$ cat src/rtl/core/ald_pkg.sv
// ----------------------------------------------------------------------------
// ald_pkg
// shared types and constants of the analog ladder button decoder
// ----------------------------------------------------------------------------
package ald_pkg;

    // fixed field widths
    localparam int LEVEL_W   = 10;
    localparam int BUTTON_W  = 4;
    localparam int SLOT_W    = 3;
    localparam int TIME_W    = 32;
    localparam int MS_W      = 16;
    localparam int WIN_W     = 10;
    localparam int CFG_IDX_W = 3;
    localparam int CFG_DAT_W = 16;

    typedef logic [LEVEL_W-1:0]  t_level;
    typedef logic [BUTTON_W-1:0] t_button;
    typedef logic [SLOT_W-1:0]   t_slot;
    typedef logic [TIME_W-1:0]   t_time;
    typedef logic [MS_W-1:0]     t_ms;
    typedef logic [WIN_W-1:0]    t_win;

    // item commands
    localparam logic CMD_SAMPLE = 1'b0;
    localparam logic CMD_LOAD   = 1'b1;

    // event codes
    typedef enum logic [1:0] {
        EV_RELEASED = 2'd0,
        EV_PRESSED  = 2'd1,
        EV_LONG     = 2'd2,
        EV_TICK     = 2'd3
    } t_event;

    // configuration register indexes
    typedef enum logic [CFG_IDX_W-1:0] {
        REG_ZERO_LEVEL    = 3'd0,
        REG_BUTTON_COUNT  = 3'd1,
        REG_MATCH_WINDOW  = 3'd2,
        REG_NOISE_WINDOW  = 3'd3,
        REG_LONG_PRESS_MS = 3'd4,
        REG_REPEAT_MS     = 3'd5,
        REG_SAMPLE_PERIOD = 3'd6
    } t_cfg_idx;

    typedef struct packed {
        t_level            zero_level;
        logic [3:0]        button_count;
        t_win              match_window;
        t_win              noise_window;
        t_ms               long_press_ms;
        t_ms               repeat_ms;
        t_ms               sample_period_ms;
    } t_cfg;

    // result of the shared difference unit
    typedef struct packed {
        t_time diff;
        logic  lt;
        logic  le;
    } t_cmp;

    typedef enum logic [3:0] {
        S_IDLE,
        S_PERIOD,
        S_NOISE,
        S_ZERO,
        S_SCAN,
        S_CHANGE,
        S_REL,
        S_PRS,
        S_HOLD,
        S_HEV,
        S_FIN
    } t_state;

endpackage

$ cat src/rtl/core/ald_in_if.sv
// ----------------------------------------------------------------------------
// ald_in_if
// input channel: sample or threshold load items
// ----------------------------------------------------------------------------
interface ald_in_if;
    import ald_pkg::*;

    logic   valid;
    logic   ready;
    logic   cmd;
    t_level level;
    t_slot  slot;
    t_time  now_ms;

    modport source (output valid, cmd, level, slot, now_ms, input ready);
    modport sink   (input valid, cmd, level, slot, now_ms, output ready);
endinterface

$ cat src/rtl/core/ald_out_if.sv
// ----------------------------------------------------------------------------
// ald_out_if
// output channel: button events
// ----------------------------------------------------------------------------
interface ald_out_if;
    import ald_pkg::*;

    logic       valid;
    logic       ready;
    t_button    button;
    logic [1:0] event_res;
    t_time      duration_ms;
    logic       last;

    modport source (output valid, button, event_res, duration_ms, last, input ready);
    modport sink   (input valid, button, event_res, duration_ms, last, output ready);
endinterface

$ cat src/rtl/core/ald_cfg_regs.sv
// ----------------------------------------------------------------------------
// ald_cfg_regs
// configuration register bank, write only
// ----------------------------------------------------------------------------
module ald_cfg_regs (
    input  logic                                i_clk,
    input  logic                                i_rst_n,
    input  logic                                i_we,
    input  logic [ald_pkg::CFG_IDX_W-1:0]       i_idx,
    input  logic [ald_pkg::CFG_DAT_W-1:0]       i_wdata,
    output ald_pkg::t_cfg                       o_cfg
);
    import ald_pkg::*;

    t_cfg r_cfg;
    t_cfg n_cfg;

    always_comb begin
        n_cfg = r_cfg;
        if (i_we) begin
            unique case (i_idx)
                REG_ZERO_LEVEL:    n_cfg.zero_level       = i_wdata[LEVEL_W-1:0];
                REG_BUTTON_COUNT:  n_cfg.button_count     = i_wdata[3:0];
                REG_MATCH_WINDOW:  n_cfg.match_window     = i_wdata[WIN_W-1:0];
                REG_NOISE_WINDOW:  n_cfg.noise_window     = i_wdata[WIN_W-1:0];
                REG_LONG_PRESS_MS: n_cfg.long_press_ms    = i_wdata[MS_W-1:0];
                REG_REPEAT_MS:     n_cfg.repeat_ms        = i_wdata[MS_W-1:0];
                REG_SAMPLE_PERIOD: n_cfg.sample_period_ms = i_wdata[MS_W-1:0];
                default:           n_cfg = r_cfg;
            endcase
        end
    end

    always_ff @(posedge i_clk) begin
        if (!i_rst_n) begin
            r_cfg <= '0;
        end else begin
            r_cfg <= n_cfg;
        end
    end

    assign o_cfg = r_cfg;
endmodule

$ cat src/rtl/core/ald_diff_unit.sv
// ----------------------------------------------------------------------------
// ald_diff_unit
// shared subtract and compare unit, plain wrapping or absolute difference
// ----------------------------------------------------------------------------
module ald_diff_unit (
    input  logic [ald_pkg::TIME_W-1:0] i_a,
    input  logic [ald_pkg::TIME_W-1:0] i_b,
    input  logic [ald_pkg::TIME_W-1:0] i_lim,
    input  logic                       i_abs,
    output ald_pkg::t_cmp              o_cmp
);
    import ald_pkg::*;

    t_time w_fwd;
    t_time w_bwd;
    t_time w_mag;

    assign w_fwd = i_a - i_b;
    assign w_bwd = i_b - i_a;
    // absolute mode picks the non-negative direction
    assign w_mag = (i_abs && (i_a < i_b)) ? w_bwd : w_fwd;

    assign o_cmp.diff = w_mag;
    assign o_cmp.lt   = w_mag < i_lim;
    assign o_cmp.le   = w_mag <= i_lim;
endmodule

$ cat src/rtl/core/analog_ladder_button_decoder.sv
// ----------------------------------------------------------------------------
// analog_ladder_button_decoder
// resistor ladder keypad decoder with debounce, long press and repeat events
// ----------------------------------------------------------------------------
// A threshold load item (cmd 1) is taken straight from idle and gives no
// event. A sample item (cmd 0) is worked through by a small sequencer around
// one shared 32-bit subtract and compare unit, one step per cycle while no
// emit step waits on a full output register: sample period check, noise
// check, then on a stable reading a zero level check and a walk over the
// threshold table, one entry per cycle, then event generation. The walk
// covers at most MAX_BUTTONS entries, and a walk with no match ends with a
// separate end check; an early sample goes back to idle after the period
// check. The input is not ready until the item is done. Events leave
// through a one-entry output register, so up to two events per sample
// (release then press, or long press or tick) go out while the sequencer
// keeps going. Configuration writes land at once and are meant to happen
// only while the block is idle.
// ----------------------------------------------------------------------------
module analog_ladder_button_decoder #(
    parameter int MAX_BUTTONS  = 8,
    parameter int STABLE_COUNT = 3
) (
    input  logic                                i_clk,
    input  logic                                i_rst_n,
    input  logic                                i_cfg_we,
    input  logic [ald_pkg::CFG_IDX_W-1:0]       i_cfg_idx,
    input  logic [ald_pkg::CFG_DAT_W-1:0]       i_cfg_wdata,
    ald_in_if.sink                              i_sample,
    ald_out_if.source                           o_event
);
    import ald_pkg::*;

    localparam int         IDX_W    = (MAX_BUTTONS > 1) ? $clog2(MAX_BUTTONS) : 1;
    localparam logic [3:0] MAX_B4   = 4'(MAX_BUTTONS);
    localparam logic [3:0] STABLE_4 = 4'(STABLE_COUNT);

    // configuration
    t_cfg w_cfg;

    ald_cfg_regs u_cfg (
        .i_clk   (i_clk),
        .i_rst_n (i_rst_n),
        .i_we    (i_cfg_we),
        .i_idx   (i_cfg_idx),
        .i_wdata (i_cfg_wdata),
        .o_cfg   (w_cfg)
    );

    // threshold table, no reset: the user must load entries before use; the block does not enforce it
    t_level r_thr [MAX_BUTTONS];
    t_level r_thr_rd;

    // sequencer and decoder state
    t_state     r_state,    n_state;
    t_level     r_prev_rd,  n_prev_rd;
    logic [3:0] r_cnt,      n_cnt;
    t_button    r_cur,      n_cur;
    t_button    r_prev_btn, n_prev_btn;
    t_time      r_edge,     n_edge;
    t_time      r_rpt,      n_rpt;
    logic       r_long,     n_long;
    t_time      r_last_smp, n_last_smp;
    logic [3:0] r_idx,      n_idx;

    // captured item
    t_level r_level;
    t_time  r_now;

    // output register
    logic       r_ov,     n_ov;
    t_button    r_obtn,   n_obtn;
    logic [1:0] r_oev,    n_oev;
    t_time      r_odur,   n_odur;
    logic       r_olast,  n_olast;

    // shared unit
    t_time u_a, u_b, u_lim;
    logic  u_abs;
    t_cmp  w_cmp;

    ald_diff_unit u_diff (
        .i_a   (u_a),
        .i_b   (u_b),
        .i_lim (u_lim),
        .i_abs (u_abs),
        .o_cmp (w_cmp)
    );

    logic       w_in_xfer;
    logic       w_out_free;
    logic       w_load;
    logic [3:0] w_eff_cnt;
    logic [3:0] w_cnt_inc;
    logic       w_hold_fire;

    assign w_in_xfer  = i_sample.valid && i_sample.ready;
    assign w_out_free = !r_ov || o_event.ready;
    assign w_load     = w_in_xfer && (i_sample.cmd == CMD_LOAD);
    // counts above the table depth act as the table depth
    assign w_eff_cnt  = (w_cfg.button_count > MAX_B4) ? MAX_B4 : w_cfg.button_count;
    assign w_cnt_inc  = r_cnt + 4'd1;

    always_comb begin
        n_state    = r_state;
        n_prev_rd  = r_prev_rd;
        n_cnt      = r_cnt;
        n_cur      = r_cur;
        n_prev_btn = r_prev_btn;
        n_edge     = r_edge;
        n_rpt      = r_rpt;
        n_long     = r_long;
        n_last_smp = r_last_smp;
        n_idx      = r_idx;

        n_ov    = r_ov && !o_event.ready;
        n_obtn  = r_obtn;
        n_oev   = r_oev;
        n_odur  = r_odur;
        n_olast = r_olast;

        // default unit use: elapsed time since the last edge
        u_a   = r_now;
        u_b   = r_edge;
        u_lim = '0;
        u_abs = 1'b0;

        w_hold_fire = 1'b0;
        i_sample.ready = 1'b0;

        unique case (r_state)
            S_IDLE: begin
                i_sample.ready = 1'b1;
                if (i_sample.valid && (i_sample.cmd == CMD_SAMPLE)) begin
                    n_state = S_PERIOD;
                end
            end

            // samples arriving before the period is over are dropped
            S_PERIOD: begin
                u_b   = r_last_smp;
                u_lim = TIME_W'(w_cfg.sample_period_ms);
                n_state = w_cmp.lt ? S_IDLE : S_NOISE;
            end

            S_NOISE: begin
                u_a   = TIME_W'(r_level);
                u_b   = TIME_W'(r_prev_rd);
                u_lim = TIME_W'(w_cfg.noise_window);
                u_abs = 1'b1;
                if (w_cmp.le && (w_cnt_inc == STABLE_4)) begin
                    n_cnt   = '0;
                    n_state = S_ZERO;
                end else begin
                    n_cnt   = w_cmp.le ? w_cnt_inc : 4'd0;
                    n_state = S_CHANGE;
                end
            end

            S_ZERO: begin
                u_a   = TIME_W'(r_level);
                u_b   = TIME_W'(w_cfg.zero_level);
                u_lim = TIME_W'(w_cfg.match_window);
                u_abs = 1'b1;
                n_idx = '0;
                if (w_cmp.le) begin
                    n_cur   = '0;
                    n_state = S_CHANGE;
                end else begin
                    n_state = S_SCAN;
                end
            end

            // first matching threshold wins, no match keeps the button
            S_SCAN: begin
                u_a   = TIME_W'(r_level);
                u_b   = TIME_W'(r_thr_rd);
                u_lim = TIME_W'(w_cfg.match_window);
                u_abs = 1'b1;
                if (r_idx >= w_eff_cnt) begin
                    n_state = S_CHANGE;
                end else if (w_cmp.le) begin
                    n_cur   = r_idx + 4'd1;
                    n_state = S_CHANGE;
                end else begin
                    n_idx = r_idx + 4'd1;
                end
            end

            S_CHANGE: begin
                if (r_cur != r_prev_btn) begin
                    n_state = (r_prev_btn != '0) ? S_REL : S_PRS;
                end else begin
                    n_state = (r_cur != '0) ? S_HOLD : S_FIN;
                end
            end

            S_REL: begin
                if (w_out_free) begin
                    n_ov    = 1'b1;
                    n_obtn  = r_prev_btn;
                    n_oev   = EV_RELEASED;
                    n_odur  = w_cmp.diff;
                    n_olast = (r_cur == '0);
                    n_edge  = r_now;
                    n_state = (r_cur != '0) ? S_PRS : S_FIN;
                end
            end

            S_PRS: begin
                if (w_out_free) begin
                    n_ov    = 1'b1;
                    n_obtn  = r_cur;
                    n_oev   = EV_PRESSED;
                    n_odur  = w_cmp.diff;
                    n_olast = 1'b1;
                    n_edge  = r_now;
                    n_rpt   = r_now;
                    n_long  = 1'b0;
                    n_state = S_FIN;
                end
            end

            // held time against long press limit, then against repeat period
            S_HOLD: begin
                u_b   = r_rpt;
                u_lim = r_long ? TIME_W'(w_cfg.repeat_ms) : TIME_W'(w_cfg.long_press_ms);
                w_hold_fire = (u_lim != '0) && !w_cmp.le;
                n_state = w_hold_fire ? S_HEV : S_FIN;
            end

            S_HEV: begin
                if (w_out_free) begin
                    n_ov    = 1'b1;
                    n_obtn  = r_cur;
                    n_oev   = r_long ? EV_TICK : EV_LONG;
                    n_odur  = w_cmp.diff;
                    n_olast = 1'b1;
                    n_rpt   = r_now;
                    n_long  = 1'b1;
                    n_state = S_FIN;
                end
            end

            S_FIN: begin
                n_prev_btn = r_cur;
                n_prev_rd  = r_level;
                n_last_smp = r_now;
                n_state    = S_IDLE;
            end

            default: n_state = S_IDLE;
        endcase
    end

    always_ff @(posedge i_clk) begin
        if (!i_rst_n) begin
            r_state    <= S_IDLE;
            r_prev_rd  <= '0;
            r_cnt      <= '0;
            r_cur      <= '0;
            r_prev_btn <= '0;
            r_edge     <= '0;
            r_rpt      <= '0;
            r_long     <= 1'b0;
            r_last_smp <= '0;
            r_idx      <= '0;
            r_ov       <= 1'b0;
        end else begin
            r_state    <= n_state;
            r_prev_rd  <= n_prev_rd;
            r_cnt      <= n_cnt;
            r_cur      <= n_cur;
            r_prev_btn <= n_prev_btn;
            r_edge     <= n_edge;
            r_rpt      <= n_rpt;
            r_long     <= n_long;
            r_last_smp <= n_last_smp;
            r_idx      <= n_idx;
            r_ov       <= n_ov;
        end
    end

    // payload registers
    always_ff @(posedge i_clk) begin
        if (w_in_xfer) begin
            r_level <= i_sample.level;
            r_now   <= i_sample.now_ms;
        end
        r_obtn  <= n_obtn;
        r_oev   <= n_oev;
        r_odur  <= n_odur;
        r_olast <= n_olast;
    end

    // threshold loads, slots past the table depth are dropped
    always_ff @(posedge i_clk) begin
        if (w_load && ({1'b0, i_sample.slot} < MAX_B4)) begin
            r_thr[IDX_W'(i_sample.slot)] <= i_sample.level;
        end
    end

    // registered table read, address follows the walk index
    always_ff @(posedge i_clk) begin
        r_thr_rd <= r_thr[n_idx[IDX_W-1:0]];
    end

    assign o_event.valid       = r_ov;
    assign o_event.button      = r_obtn;
    assign o_event.event_res   = r_oev;
    assign o_event.duration_ms = r_odur;
    assign o_event.last        = r_olast;

`ifndef NO_ASSERTIONS
    // an event is only produced by one of the emit steps
    a_emit_src: assert property (@(posedge i_clk) disable iff (!i_rst_n)
        $rose(r_ov) |-> ($past(r_state) == S_REL || $past(r_state) == S_PRS
                         || $past(r_state) == S_HEV))
        else $error("event produced outside an emit step");

    // the stability counter restarts on reaching the stable count
    a_cnt_range: assert property (@(posedge i_clk) disable iff (!i_rst_n)
        r_cnt < STABLE_4)
        else $error("stability counter reached stable count");

    // the decoded button never points past the table
    a_cur_range: assert property (@(posedge i_clk) disable iff (!i_rst_n)
        r_cur <= MAX_B4)
        else $error("current button beyond table depth");

    // the table walk stops at the effective entry count
    a_scan_idx: assert property (@(posedge i_clk) disable iff (!i_rst_n)
        (r_state == S_SCAN) |-> (r_idx <= w_eff_cnt))
        else $error("table walk past entry count");

    // a press event always closes the item and restarts the long press timer
    a_press_last: assert property (@(posedge i_clk) disable iff (!i_rst_n)
        (r_state == S_PRS && w_out_free) |=> (r_olast && !r_long && r_rpt == r_now))
        else $error("press event not last or timer not restarted");
`endif
endmodule

$ cat src/flat_wrapper.sv
// flat-port wrapper written by rule: the top's interface ports become plain ports
module analog_ladder_button_decoder_flat import ald_pkg::*;
#(
    parameter int MAX_BUTTONS  = 8,
    parameter int STABLE_COUNT = 3
)
  (i_clk, i_rst_n, i_cfg_we, i_cfg_idx, i_cfg_wdata, i_sample_valid, i_sample_cmd, i_sample_level, i_sample_slot, i_sample_now_ms, i_sample_ready, o_event_valid, o_event_button, o_event_event_res, o_event_duration_ms, o_event_last, o_event_ready);
  ald_in_if i_sample_i ();
  ald_out_if o_event_i ();
  input  logic i_clk;
  input  logic i_rst_n;
  input  logic i_cfg_we;
  input  logic [ald_pkg::CFG_IDX_W-1:0] i_cfg_idx;
  input  logic [ald_pkg::CFG_DAT_W-1:0] i_cfg_wdata;
  input wire logic [$bits(i_sample_i.valid)-1:0] i_sample_valid;
  input wire logic [$bits(i_sample_i.cmd)-1:0] i_sample_cmd;
  input wire logic [$bits(i_sample_i.level)-1:0] i_sample_level;
  input wire logic [$bits(i_sample_i.slot)-1:0] i_sample_slot;
  input wire logic [$bits(i_sample_i.now_ms)-1:0] i_sample_now_ms;
  output wire logic [$bits(i_sample_i.ready)-1:0] i_sample_ready;
  output wire logic [$bits(o_event_i.valid)-1:0] o_event_valid;
  output wire logic [$bits(o_event_i.button)-1:0] o_event_button;
  output wire logic [$bits(o_event_i.event_res)-1:0] o_event_event_res;
  output wire logic [$bits(o_event_i.duration_ms)-1:0] o_event_duration_ms;
  output wire logic [$bits(o_event_i.last)-1:0] o_event_last;
  input wire logic [$bits(o_event_i.ready)-1:0] o_event_ready;
  assign i_sample_i.valid = i_sample_valid;
  assign i_sample_i.cmd = i_sample_cmd;
  assign i_sample_i.level = i_sample_level;
  assign i_sample_i.slot = i_sample_slot;
  assign i_sample_i.now_ms = i_sample_now_ms;
  assign i_sample_ready = i_sample_i.ready;
  assign o_event_valid = o_event_i.valid;
  assign o_event_button = o_event_i.button;
  assign o_event_event_res = o_event_i.event_res;
  assign o_event_duration_ms = o_event_i.duration_ms;
  assign o_event_last = o_event_i.last;
  assign o_event_i.ready = o_event_ready;
  analog_ladder_button_decoder #(.MAX_BUTTONS(MAX_BUTTONS), .STABLE_COUNT(STABLE_COUNT)) u_core (.i_clk(i_clk), .i_rst_n(i_rst_n), .i_cfg_we(i_cfg_we), .i_cfg_idx(i_cfg_idx), .i_cfg_wdata(i_cfg_wdata), .i_sample(i_sample_i), .o_event(o_event_i));
endmodule
$ cat config.mk
export PLATFORM = sky130hd
export DESIGN_NAME = analog_ladder_button_decoder_flat
export DESIGN_NICKNAME = d
export VERILOG_FILES = /design/src/rtl/core/ald_pkg.sv /design/src/rtl/core/ald_in_if.sv /design/src/rtl/core/ald_out_if.sv /design/src/rtl/core/ald_cfg_regs.sv /design/src/rtl/core/ald_diff_unit.sv /design/src/rtl/core/analog_ladder_button_decoder.sv /design/src/flat_wrapper.sv
export SDC_FILE = /design/constraint.sdc
export NUM_CORES = 1
export LEC_CHECK = 0
export BUFFER_PORTS_ARGS = -buffer_cell sky130_fd_sc_hd__buf_2
export CORE_UTILIZATION = 50
export CTS_CLUSTER_SIZE = 20
export DETAILED_ROUTE_END_ITERATION = 10
export GPL_ROUTABILITY_DRIVEN = 0
export PLACE_DENSITY_LB_ADDON = 0.15
export SLEW_MARGIN = 20
export SYNTH_ARGS = -nofsm -noshare
export SYNTH_HDL_FRONTEND = slang
export SYNTH_SLANG_ARGS = --single-unit
$ cat constraint.sdc
create_clock -name i_clk -period 8 [get_ports i_clk]
set_input_delay 1.2 -clock i_clk [delete_from_list [all_inputs] [get_ports i_clk]]
set_output_delay 1.2 -clock i_clk [all_outputs]
set_load 0.01 [all_outputs]
# [Yosys cells after proc, flatten, opt, wreduce, memory -nomap -nowiden]
# Memories as Yosys holds them, arrays and structs flattened. A register that Yosys moved wholly into a read port is not among the register bits.
# Index checks and enable logic that the tools add are counted.
[op_classes] bitwise_logic=1 n_lt_le_gt_ge=5 reduce_logical=42 add_sub_neg=4 mux=48 n_div=0 eq_ne=28 multipliers=0 n_shift=0
[ops] cell="one-hot mux 32 bit (5 select lines)" n=1
[ops] cell="one-hot mux 32 bit (4 select lines)" n=1
[ops] cell="2-to-1 mux 4 bit" n=17
[ops] cell="less-than comparator 32 bit" n=2
[ops] cell="2-to-1 mux 32 bit" n=2
[ops] cell="subtractor 32 bit" n=2
[ops] cell="one-hot mux 4 bit (9 select lines)" n=1
[ops] cell="<= comparator 32 bit" n=1
[ops] cell="nonzero test 32 bit" n=1
[ops] cell="one-hot mux 4 bit (2 select lines)" n=3
[ops] cell="AND reduction 2 bit" n=10
[ops] cell="equality test 4 x 3 -> 1 bit (second input constant)" n=4
[ops] cell="2-to-1 mux 16 bit" n=1
[ops] cell="inequality test 2 x 1 -> 1 bit (second input constant)" n=7
[ops] cell="equality test 4 x 2 -> 1 bit (second input constant)" n=3
[ops] cell="equality test 4 bit (second input constant)" n=3
[ops] cell="2-to-1 mux 1 bit" n=12
[ops] cell="2-to-1 mux 2 bit" n=6
[ops] cell="AND reduction 4 bit" n=3
[ops] cell="equality test 3 bit (second input constant)" n=3
[ops] cell="AND reduction 3 bit" n=3
[ops] cell="adder 4 x 1 -> 4 bit (second input constant)" n=2
[ops] cell="zero test 4 bit" n=2
[ops] cell="nonzero test 4 bit" n=2
[ops] cell="other kinds (20)" n=36
[totals] out_inout_bits=41 word_cells=154 latchBits=0 n_memories=1 register_bits=291 ram_bits=80 mem_bits_ro=0 inputBits=70
[memory_table] name="u_core.r_thr" depth=8 width=10 rd=1 rd_ports_with_merged_regs=1 wr=1 line="analog_ladder_button_decoder.sv:50" text="t_level r_thr [MAX_BUTTONS];"

# [Depth between registers and ports, before layout]
# Gate-level depths: netlist of run 1.
[depth] ltp_word=11 mapped_depth=35 ltp_nobuf=30

# [Cells and area by module]
# From an unflattened synthesis of run 1, not the netlist that was laid out.
[hier_totals] cells_unflattened=2318 area_unflattened_um2=21359.2
[by_module_without_submodules] mod="analog_ladder_button_decoder" area_per_inst_um2=13887.1 seq_area_each_um2=7597.3 cells_each=1372 n_inst=1
[by_module_without_submodules] mod="ald_diff_unit" area_per_inst_um2=4459.3 seq_area_each_um2=0.0 cells_each=656 n_inst=1
[by_module_without_submodules] mod="ald_cfg_regs" area_per_inst_um2=3012.9 seq_area_each_um2=1641.6 cells_each=290 n_inst=1

# [Worst setup path before layout of run 1]
# Ideal clock, no wire load.
[synth_timing] path_type="reg2reg" startpoint="reg u_core.r_state[0]" endpoint="reg u_core.r_thr_rd[9] (read register of u_core.r_thr)" path_slack_ns=0.860 n_path_buf=6 setup_ns=0.121 period_less_slack_ns=7.140 t_arrival_ns=7.019 required_time_ns=7.879 path_stages_with_launch=33 cell_sequence="dfxtp_1 > clkbuf_1 > nand2_1 > nor3_1 > nor4_1 > clkbuf_1 > a222oi_1 > inv_1 > ha_1 > clkbuf_1 > and3_1 > a311o_2 > or2_1 > o21ai_4 > buf_6 > clkbuf_1 > mux2i_1 > xor2_1 > ha_1 > o21a_1 > o21a_1 > o21ai_0 > nand2b_1 > a21oi_1 > o21ai_0 > nor3_1 > o211ai_2 > o21ai_4 > mux2i_2 > buf_6 > mux2i_1 > mux2i_1 > mux2_2"
[synth_rtl] element="from (decl)" line="analog_ladder_button_decoder.sv:54" text="t_state r_state, n_state;"
[synth_rtl] element="from (signal assigned)" line="analog_ladder_button_decoder.sv:269" text="r_state <= n_state;"
[synth_rtl] element="to (decl)" line="analog_ladder_button_decoder.sv:51" text="t_level r_thr_rd;"

==> results of run 1 <==
==> registers in the layout, summed over array words and instances, names as in the netlist <==
register and cells:
u_core.o_event.last 1, u_core.o_event.button 4, u_core.r_last_smp 32, u_core.r_thr_rd 10, u_core.o_event.event_res 2, u_core.r_edge 32, u_core.r_long 1, u_core.r_state 4
u_core.r_prev_btn 4, u_core.r_now 32, u_core.r_thr 80, u_core.r_prev_rd 10, u_core.r_rpt 32, u_core.r_idx 4, u_core.r_cnt 4, u_core.r_level 10
u_core.r_cur 4, u_core.o_event.duration_ms 32, u_core.o_event.valid 1, u_core.u_cfg.o_cfg 82
==> worst paths after layout <==
| kind | start | endpoint | slack [ns] | cells after the start |
|---|---|---|---|---|
| worst max-delay path | u_core.r_state[1] | u_core.r_thr_rd[2] | 0.52 | 30 |
| worst max register to register | u_core.r_state[1] | u_core.r_thr_rd[2] | 0.52 | 30 |
| worst min-delay path | u_core.u_cfg.o_cfg[14] | u_core.u_cfg.o_cfg[14] | 0.46 | 2 |
| worst min register to register | u_core.u_cfg.o_cfg[14] | u_core.u_cfg.o_cfg[14] | 0.46 | 2 |
==> worst register-to-register path, delay by kind of cell, from the launching register on <==
| family | cells | cell delay (ns) |
|---|---|---|
| buffers and inverters | 3 | 0.70 |
| multiplexers | 5 | 1.25 |
| flip-flops | 1 | 0.48 |
| adder cells (fa/ha/maj) | 2 | 0.73 |
| AND/OR/NAND/NOR | 8 | 1.22 |
| AO/OA/AOI/OAI | 12 | 3.00 |
==> cell usage in the layout, fill, tap and decap left out, types with 14 or more instances in the layout <==
cell type / count
buf_4: 41
nand4_1: 21
edfxtp_1: 161
buf_2: 109
a222oi_1: 33
dfxtp_1: 216
a22oi_1: 16
nor2b_1: 27
inv_1: 85
nand2b_1: 15
nor2_1: 52
nor3_1: 14
o21a_1: 21
xor2_1: 18
xnor2_1: 19
mux2i_1: 112
mux2_2: 17
a21oi_1: 101
ha_1: 86
clkbuf_1: 16
o21ai_0: 64
nand2_1: 486
clkbuf_16: 43
a21boi_0: 200
nand3_1: 26
==> cells by family after synthesis <==
group,synth area share [%]
simple gates,16.0
compound gates,18.9
flops,46.8
buf+inv,4.23
mux,6.83
fa+ha+maj,5.66
xor+xnor,1.64
==> layout make-up <==
cell class / count / area [um2] / area share, %
multi-input cells: 1506 / 9750 / 43.9
flip-flops and latches: 381 / 9240 / 41.6
clock buffers: 66 / 1230 / 5.52
repair buffers: 154 / 916 / 4.13
well taps: 518 / 648 / 2.92
inverters: 85 / 319 / 1.44
clock inverters: 9 / 92.6 / 0.417
==> where the power goes <==
group	total (mW)	internal, mW	switching (mW)
Clock	1.85	1.09	0.768
Sequential	2.15	2.11	0.0455
Combinational	1.17	0.425	0.746
==> layer usage <==
layer	GRT usage [%]	up-vias	routed length, um
met5	0	-	0
met3	4.76	95	4450
li1	-	7570	-
met1	38.9	7593	24800
met2	39.6	654	23000
met4	9.13	0	1550
==> stage by stage <==
step | power [mW] | area (um2) | std cells | setup WS [ns] | hold slack (ns)
final | 5.18 | 22200 | 2719 | 0.516 | 0.463
after global routing | 5.43 | 22200 | 2719 | 0.00824 | 0.482
after CTS | 5.20 | 22200 | 2719 | 0.301 | 0.465
after detailed placement | 3.34 | 20900 | 2644 | 0.340 | 0.458
after global placement | 3.31 | 20900 | 2644 | 0.695 | 0.451
after floorplan | 2.98 | 19700 | 2093 | 0.860 | 0.443
==> metrics, run 1 <==
status=completed; Static Leakage=roughly 8 nW; CP max stage cell=a222oi_1; CTS resizes=0; Yosys top cell area share=between 20% and 30%; TritonCTS clock tree=yes; WL final=about 54000 um; WP data arrival=approximately 7.9 ns; commonest cells in the netlist=nand2_1, dfxtp_1, a21boi_0; CTS hold repair buffers=0; top cells by area, synth=edfxtp_1, dfxtp_1, nand2_1; chip height=between 200 and 250 um; core footprint=roughly 39000 um2; synth warn=0; Site Rows=72; largest fanout on the critical path=41; Buf/Inv on CP=3; unrepaired setup endpoints after global routing=no; CTS sink cnt=381; Layout Utilization=57.2%; Hold WC Path Type=reg2reg; worst path required time=approximately 8.5 ns; Skew-Pair Late Insertion Delay=0.57 ns; slew margin rel.=23.8%; Synthesized Nets=~2300; initial antenna violation count=0; Initial Util=around 51%; cell taking the most area after synthesis=edfxtp_1; kind of critical path=reg2reg; DIE AREA=40300 um2; WL per Instance=19.8 um; Max clock buf depth=3; min Tclk post-route=about 7.5 ns; Cell Pwr Density=233 nW/um2; CTS root buffer=clkbuf_16; FMAX=134 MHz; post-route ant nets=0; most common cell in the synthesized netlist=nand2_1; Cell Area, Synth=19700 um2; #FFs+latches synth=381; CP dominant cell by count=o21a_1; Synth cell types=75; first-pass GRT wire length=85300 um; vias post-DR=15912; post-DR vias/cell=5.85; Hold Vio Cnt, Final=0; most common flop cell mapped by yosys=dfxtp_1; Post-Synthesis Cells=2093; diode count=0; slew of the pin with the lowest slew margin=1.14 ns; nets=2327; CP delay by family, top=compound AO/OA/AOI/OAI gates; # IOs=roughly 110; ys async rst share=0%; largest net degree at the start of global routing=142; clock input transition at the sequential cells of the worst setup and hold paths=0.06 ns; Setup TNS=0 ns; max-slew violation count=0; Worst Setup Start Kind=flop; # Post-CTS Setup Buffers=0; vias in the first global route=15077; Worst setup EP type=flop; number of H-tree levels=2; Final Cycle Share=93.6%; GRT Util Overall=26.6%; Area Overhead vs Synth=12.5%; VDD IR max=0.178 mV; Avg Inst Size Synth=9.43 um2; final-report setup violation count=0; Clock Skews=0.0202 ns; cts bufs inserted=slightly above 40; number of synthesized flops with an enable pin=161; Port-buffer cells=110; post-synthesis sequential area ratio=46.8%; Detailed Route Iter0 Violations=1782; DP HPWL=38500 um; total grt overflow=0; First-pass DRT Iterations=9; max-cap viol count=0; Filler Cells Inserted=~3400; Die Span X=201 um; largest stage delay on the critical path=0.70 ns; layout cell share with drive strength beyond 1=about 12%; Residual DRC=0
Note: power is estimated with default switching activity, not from simulation.
==> run 2, diff against run 1 <==
- CTS_BUF_LIST: unset -> sky130_fd_sc_hd__clkbuf_2 sky130_fd_sc_hd__clkbuf_4 sky130_fd_sc_hd__clkbuf_8
==> metrics, run 2 (synthesized netlist as in run 1, its figures left out) <==
status=completed; number of H-tree levels=3 (+1); Buf/Inv on CP=3 (unchanged); Port-buffer cells=110 (unchanged); diode count=0 (unchanged); Final Cycle Share=94.2% (+0.64 points); largest stage delay on the critical path=0.49 ns (-0.21 ns); worst path required time=8.50 ns (+0.04 ns); unrepaired setup endpoints after global routing=no; CP dominant cell by count=o21a_1; Residual DRC=0 (unchanged); Hold Startpoint=u_core.u_cfg.o_cfg[14]; DP HPWL=38500 um (unchanged); max-slew violation count=0 (unchanged); # IOs=111 (unchanged); Max clock buf depth=3 (unchanged); Reg2Reg Depth=31 (+3.3%); slew of the pin with the lowest slew margin=1.11 ns (-0.0295 ns); vias in the first global route=15399 (+2.1%); CTS root buffer=clkbuf_8; chip height=201 um (unchanged); Detailed Route Iter0 Violations=1684 (-5.5%); kind of critical path=reg2reg; GRT Util Overall=26.8% (+0.14 points); largest net degree at the start of global routing=142 (unchanged); core footprint=38800 um2 (unchanged); post-route ant nets=0 (unchanged); R2R setup slack=0.46 ns (-0.05 ns); min Tclk post-route=7.54 ns (+0.0510 ns); CP max stage cell=dfxtp_2; worst hold endpoint=u_core.u_cfg.o_cfg[14]; most frequent cells in the layout=nand2_1, dfxtp_1, a21boi_0; max-cap viol count=0 (unchanged); Area Overhead vs Synth=13.0%; Site Rows=72 (unchanged); layout cell share with drive strength beyond 1=14.3% (+2.3 points); Hold Vio Cnt, Final=0 (unchanged); largest fanout on the critical path=41 (unchanged); Initial Util=50.8% (unchanged); Skew-Pair Late Insertion Delay=0.63 ns (+0.06 ns); Filler Cells Inserted=3435 (+0.73%); WL per Instance=19.6 um (-0.99%); CP delay by family, top=compound AO/OA/AOI/OAI gates; post-DR vias/cell=5.76 (-1.6%); area occupied by multi-input gates=9760 um2 (about the same); initial antenna violation count=0 (unchanged); nets=2352 (+1.1%); DIE AREA=40300 um2 (unchanged); R2R Path Start=u_core.r_state[1]; R2R Path End=u_core.r_thr_rd[2]; hold depth=2 (unchanged); First-pass DRT Iterations=7 (-2); slew margin rel.=25.8% (+2.0 points); CTS hold repair buffers=0 (unchanged); Cell Pwr Density=233 nW/um2 (about the same); Hold WS=0.464 ns (+0.00106 ns); register area=9240 um2 (unchanged); TritonCTS clock tree=yes; WL final=54200 um (+0.65%); vias post-DR=15923 (+0.069%); most common cell after layout, fill and taps aside=nand2_1; Clock Skews=0.0381 ns (+0.0179 ns); Static Leakage=8.17 nW (+1.2%); cts bufs inserted=66 (+61%); Die Span X=201 um (unchanged); Worst Setup Start Kind=flop; first-pass GRT wire length=85700 um (+0.47%); VDD IR max=0.144 mV (-19%); Hold WC Path Type=reg2reg; Worst setup EP type=flop; WP data arrival=8.04 ns (+0.10 ns); Setup TNS=0 ns (unchanged); max FFs per register=82 (unchanged); clock input transition at the sequential cells of the worst setup and hold paths=0.06 ns (about the same); total grt overflow=0 (unchanged); CTS sink cnt=381 (unchanged); FMAX=133 MHz (-0.68%); final-report setup violation count=0 (unchanged)
[run 2: changes by cell type in the layout (fill, tap and decap cells not counted), sizes merged]
cell      change
clkinvlp      +1
bufinv        +1
clkinv        +3
clkbuf       +36
inv           +4
[run 2: layout make-up]
type	instances	share of cell area [%]
Clock buffer	102	5.57
Clock inverter	18	0.758
Inverter	85	1.43
Multi-Input combinational cell	1506	43.8
Sequential cell	381	41.5
Tap cell	518	2.91
Timing Repair Buffer	154	4.11
[run 2: worst register-to-register path, delay by kind of cell (launching register included)]
family	cells	cell delay, ns
buffers and inverters	3	0.72
AOI/OAI and AO/OA	12	2.80
muxes	5	1.25
adders and majority gates	3	0.91
DFF	1	0.49
and+or+nand+nor	8	1.28
[run 2: worst max path at each step]
| stage | from | to | slack, ns | cells after the start |
|---|---|---|---|---|
| after global routing | u_core.r_state[1] | u_core.r_thr_rd[4] | 0.01 | 31 |
| after detailed placement | u_core.r_state[3] | u_core.r_thr_rd[2] | 0.34 | 29 |
| final | u_core.r_state[1] | u_core.r_thr_rd[2] | 0.46 | 31 |
| after floorplan | u_core.r_state[0] | u_core.r_thr_rd[9] | 0.86 | 32 |
| after CTS | u_core.r_state[3] | u_core.r_thr_rd[2] | 0.29 | 29 |
| after global placement | u_core.r_state[3] | u_core.r_thr_rd[2] | 0.69 | 29 |
[run 2: stage by stage]
| stage | power (mW) | std cells | worst slack [ns] | utilization [%] | cell area (um2) |
|---|---|---|---|---|---|
| detailed placement | 3.34 | 2644 | 0.340 | 53.7 | 20900 |
| finish | 5.20 | 2764 | 0.465 | 57.4 | 22300 |
| global route | 5.45 | 2764 | 0.0122 | 57.4 | 22300 |
| global placement | 3.31 | 2644 | 0.695 | 53.7 | 20900 |
| CTS | 5.21 | 2764 | 0.290 | 57.4 | 22300 |
| floorplan | 2.98 | 2093 | 0.860 | - | 19700 |
[run 2: repair_timing]
item / in CTS / in global routing
gates resized for setup: 0 / 8
setup buffers: 0 / 0
endpoints found under the hold margin: 0 / 0
setup endpoints to repair: 0 / 10
[run 2: metal layers]
metal | GRT usage (%) | vias up | part of all wire [%]
met2 | 39.7 | 641 | 43
met3 | 5.54 | 91 | 8.1
li1 | - | 7636 | -
met1 | 38.5 | 7555 | 46
met4 | 9.68 | 0 | 2.7
met5 | 0 | - | 0
[run 2: report_power, final]
part           leakage, nW  switching, mW  total (mW)  internal (mW)
Clock                0.746          0.805        1.87           1.07
Sequential            3.25         0.0460        2.16           2.11
Combinational         4.17          0.749        1.17          0.424
Total                 8.17           1.60        5.20           3.60
